### src/rtl/rcp_hit.sv
// ----------------------------------------------------------------------------
// rcp_hit: cell coverage test
// Decides whether the cell under the scan counters is painted, in fixed point.
// ----------------------------------------------------------------------------
module rcp_hit #(
  parameter int SW = 32
) (
  input  logic                 outline_i,
  input  logic signed [SW-1:0] js_i,   // column, scaled
  input  logic signed [SW-1:0] jsn_i,  // column + 1, scaled
  input  logic signed [SW-1:0] is_i,   // row, scaled
  input  logic signed [SW-1:0] isn_i,  // row + 1, scaled
  input  logic signed [SW-1:0] xs0_i,  // floored left edge, scaled
  input  logic signed [SW-1:0] ys0_i,  // floored top edge, scaled
  input  logic signed [SW-1:0] xb_i,   // exact right edge
  input  logic signed [SW-1:0] yb_i,   // exact bottom edge
  output logic                 hit_o
);
  logic in_x, in_y, top, left, bottom, right, filled;

  always_comb begin
    in_x   = (js_i >= xs0_i) && (js_i < xb_i);
    in_y   = (is_i >= ys0_i) && (is_i < yb_i);
    top    = (is_i == ys0_i) && in_x;
    left   = (js_i == xs0_i) && in_y;
    // i >= yb - 1 is the same as i + 1 >= yb
    bottom = (isn_i >= yb_i) && (is_i < yb_i) && in_x;
    right  = (jsn_i >= xb_i) && (js_i < xb_i) && in_y;
    filled = (is_i >= ys0_i) && (is_i <= yb_i) && (js_i >= xs0_i) && (js_i <= xb_i);
    hit_o  = outline_i ? (top || left || bottom || right) : filled;
  end
endmodule

### config.mk
export PLATFORM = sky130hd
export DESIGN_NAME = rcp_hit
export DESIGN_NICKNAME = d
export VERILOG_FILES = /design/src/rtl/rcp_hit.sv
export SDC_FILE = /design/constraint.sdc
export NUM_CORES = 1
export LEC_CHECK = 0
export ABC_AREA = 1
export BUFFER_PORTS_ARGS = -buffer_cell sky130_fd_sc_hd__buf_4
export CAP_MARGIN = 20
export CORE_MARGIN = 5
export CORE_UTILIZATION = 52
export DETAILED_ROUTE_END_ITERATION = 10
export PLACE_DENSITY = 0.95
export SYNTH_ARGS = -nofsm -noshare
export SYNTH_HDL_FRONTEND = slang
export SYNTH_SLANG_ARGS = --single-unit
### constraint.sdc
create_clock -name vclk -period 4.92
set_input_delay 0.492 -clock vclk [all_inputs]
set_output_delay 0.492 -clock vclk [all_outputs]
set_load 0.02 [all_outputs]
# ---- Word level (Yosys, flattened, before mapping)
# Cells that the tools add are included.
dict set report word_totals {
  reg_bits 0
  out_inout_bits 1
  elab_cells 25
}
dict set report classes {
  magnitude_cmp 8
  n_eq_ne 2
  mux 1
  n_reduce_logical 14
}
# cell count
set op_table {}
lappend op_table {{greater-or-equal comparator 32 bit} 4}
lappend op_table {{equality test 32 bit} 2}
lappend op_table {{less-or-equal comparator 32 bit} 2}
lappend op_table {{less-than comparator 32 bit} 2}
lappend op_table {{logical AND 1 bit} 11}
lappend op_table {{logical OR 1 bit} 3}
lappend op_table {{two-way mux 1 bit} 1}

# ---- Logic depth before layout (Yosys ltp)
dict set report depth {
  depth_word 7
  mapped_depth 21
  mapped_depth_nobuf 21
}

# ---- Worst setup path after synthesis
# Ideal clock, no wire load.
dict set report synth_path {
  kind {input to output}
  start {input xb_i[23]}
  end {output hit_o}
  t_arrival_ns 2.010
  required_ns 4.428
  path_slack_ns 2.418
  cell_stages 16
  path_cell_list {inv_1 > ha_1 > nand2_1 > nor2_1 > inv_2 > nor4_2 > nand2_1 > nand2_1 > nand2_1 > nand2_1 > nand2_1 > nor2_1 > nor2_1 > nand2_1 > nand2_1 > nand2_1}
}
dict set report synth_via {
  elab_chain_cells 7
  word_cells_on_any_way 13
}
# element line
set synth_rtl {}
lappend synth_rtl {{from (decl)} 15} ;# input logic signed [SW-1:0] xb_i,
lappend synth_rtl {{less-than comparator 32 bit} {22, 28}}
lappend synth_rtl {{logical AND 1 bit} 22} ;# in_x = (js_i >= xs0_i) && (js_i < xb_i);
lappend synth_rtl {{logical AND 1 bit} 24} ;# top = (is_i == ys0_i) && in_x;
lappend synth_rtl {{logical OR 1 bit (3 in series)} 30} ;# hit_o = outline_i ? (top || left || bottom || right) : filled;
lappend synth_rtl {{two-way mux 1 bit *} 30}
lappend synth_rtl {{to (decl)} 17} ;# output logic hit_o
# Every way passes the cells marked *; elsewhere a longest branch is shown, timed or not.

# ---- Final worst setup path
# Ends and elaborated chain as after synthesis.

==> summary.md <==
| Metric | Value |
|---|---|
| CP dominant cell by count | `nand2_1` |
| Port Buffers | `258` |
| Buffer and inverter count on the worst path | `4` |
| Mapped Area | `5010 µm²` |
| Instance count on the critical path | `17` |
| DIE WIDTH | `108 µm` |
| RSZ-0062 raised after global routing | `no` |
| Critical path peak fanout | `2` |
| Crit path max-delay family | `simple AND/OR/NAND/NOR gates` |
| # nets final | `1504` |
| Die ar. | `11700 µm²` |
| Fraction of layout cells with a size suffix above 1 | `26.8%` |
| Wire per inst | `13.6 µm` |
| Tot Pwr | `0.576 mW` |
| MaxCap Viol Count | `0` |
| Vias per inst | `5.06` |
| Crit-path max cell delay | `0.33 ns` |
| I/O pin cnt | `258` |
| PD cells | `81.0 nW/µm²` |
| Setup bufs post-CTS | `0` |
| Initial detailed-routing violation count | `190` |
| Site Rows | `35` |
| Outcome | `finished, final reports clean` |
| Initial Util | `53.7%` |
| Maximum VDD drop | `0.0504 mV` |
| First-pass GRT wire length | `25.4 mm` |
| Hold buffers post-CTS | `0` |
| Nature of the critical path endpoint | `output pin` |
| Final TNS setup | `0 ns` |
| Largest net degree at the start of global routing | `6` |
| Post-CTS sizing | `0` |
| Hold violation count in the final report | `0` |
| Busiest metal layer after global routing | `met2` |
| CP Cell Sequence | `buf_4, inv_1, ha_1, nand2_1, nor2_1, inv_2, nor4_2, nand2_1, nand3_1, nand2_1, nand2_1, nor2_1, nor2_1, nand2_1, nand2_1, nand2_1, buf_4` |
| Fin crit share | `58.1%` |
| Met2 Use GR | `52.0%` |
| Leak | `4.52 nW` |
| Final Max Tran Viols | `0` |
| Mean Syn Cell Area | `6.31 µm²` |
| Area contributors post-synth | `ha_1, nand2_1, inv_1, a21oi_1, nor2_1` |
| Post-synthesis sequential area ratio | `0%` |
| Drt drc | `0` |
| Die Ht | `108 µm` |
| Yosys warns | `0` |
| Fmax | `0.350 GHz` |
| FF+latch count | `0` |
| Worst-Margin Slew | `0.345 ns` |
| Pre-antenna DRT Iters | `4` |
| Commonest cells post-synth | `nand2_1, ha_1, inv_1` |
| Number of global-route vias before repair | `6085` |
| GRT Residual Overflow | `0` |
| Total track usage | `26.1%` |
| Slowest cell on crit path | `nor4_2` |
| Register area | `0 µm²` |
| ANT cells | `0` |
| Post-DRT Antenna Nets | `0` |
| CP Launch Type | `input pin` |
| Required @ worst endpoint | `4.43 ns` |
| Mapped Nets | `1244` |
| Detailed Place HPWL | `15.4 mm` |
| Final Setup Violations | `0` |
| Relative slew slack | `76.7%` |
| Clock buffers | `0` |
| Initial antenna violation count | `0` |
| Setup crit start | `xb_i[23]` |
| Wirelength, routed | `16.1 mm` |
| CP endpoint | `hit_o` |
| GP Congestion | `0.901` |
| Vias | `5982` |
| GR Layer Usage met3 | `5.13%` |
| Final min period | `2.86 ns` |
| Yosys cell types | `25` |
| Multi-input gate area | `4360 µm²` |
| Crit path kind | `in2out` |
| Top-count cell post-synth | `nand2_1` |
| Critical Path AT | `2.37 ns` |
| Post-synth top area share | `47.9%` |
| Core ar. | `9330 µm²` |
| FILL cells | `697` |
| Area leader, netlist | `ha_1` |
| Met1 usage | `26.8%` |
| Synth Instances | `795` |
| Synthesis-to-layout area growth | `41.9%` |
| Worst hold path type | `in2out` |
## kinds of logic after synthesis
group	count (synthesis)	share of synthesized area, %
AO/OA/AOI/OAI	127	13.8
adder cells (fa/ha/maj)	192	47.9
buffers and inverters	174	13.0
AND/OR/NAND/NOR	302	25.3
## how the worst min path moves through the flow
stage	start	endpoint	slack, ns	cells after the start
4_1_cts	outline_i	hit_o	1.30	4
3_3_place_gp	outline_i	hit_o	1.30	4
5_1_grt	outline_i	hit_o	1.35	4
2_1_floorplan	outline_i	hit_o	1.15	2
3_5_place_dp	outline_i	hit_o	1.30	4
6_report	outline_i	hit_o	1.30	4
## layout make-up
| type | instances | share of cell area, % |
|---|---|---|
| timing repair buffer | 258 | 27.2 |
| inverter | 174 | 9.18 |
| tap | 129 | 2.27 |
| multi-input combinational | 621 | 61.3 |
## worst min-delay path: cells and delay by family
kind | cells | cell delay [ns]
buf+inv | 2 | 0.23
simple gates | 2 | 0.09
## placed cells by master, fill, tap and decap left out
master and instances:
a21o_1 3, a21oi_1 87, a21oi_2 1, a31oi_1 1, and3_1 1, buf_4 258
ha_1 192, inv_1 160, inv_2 14, nand2_1 202, nand2_2 2, nand3_1 17
nand3b_1 1, nand4_1 14, nand4_2 1, nor2_1 52, nor2_2 1, nor3_1 4
nor4_1 1, nor4_2 5, nor4b_1 1, o2111ai_1 1, o21a_1 12, o21ai_0 11
o21ai_1 8, o21bai_1 3
## power by group
| part | switching, mW | internal (mW) |
|---|---|---|
| sequential | 0 | 0 |
| clock | 0 | 0 |
| combinational | 0.280 | 0.296 |
## stage by stage
stage | instances | instance area [µm²] | setup WS [ns] | hold WS [ns] | utilization, %
final | 1182 | 7110 | 2.06 | 1.30 | 76.2
after CTS | 1182 | 7110 | 2.05 | 1.30 | 76.2
after global placement | 1182 | 7110 | 2.11 | 1.30 | 76.2
after detailed placement | 1182 | 7110 | 2.06 | 1.30 | 76.2
after global routing | 1182 | 7110 | 1.80 | 1.35 | 76.2
after floorplan | 795 | 5010 | 2.42 | 1.15 | -
## per-layer routing
layer  wire length [µm]  vias up
met5                  0        -
met4                561        0
met3               1310       49
met2               8230      215
met1               6000     2584
li1                   -     3134
Power figures use the tool's default switching activity.
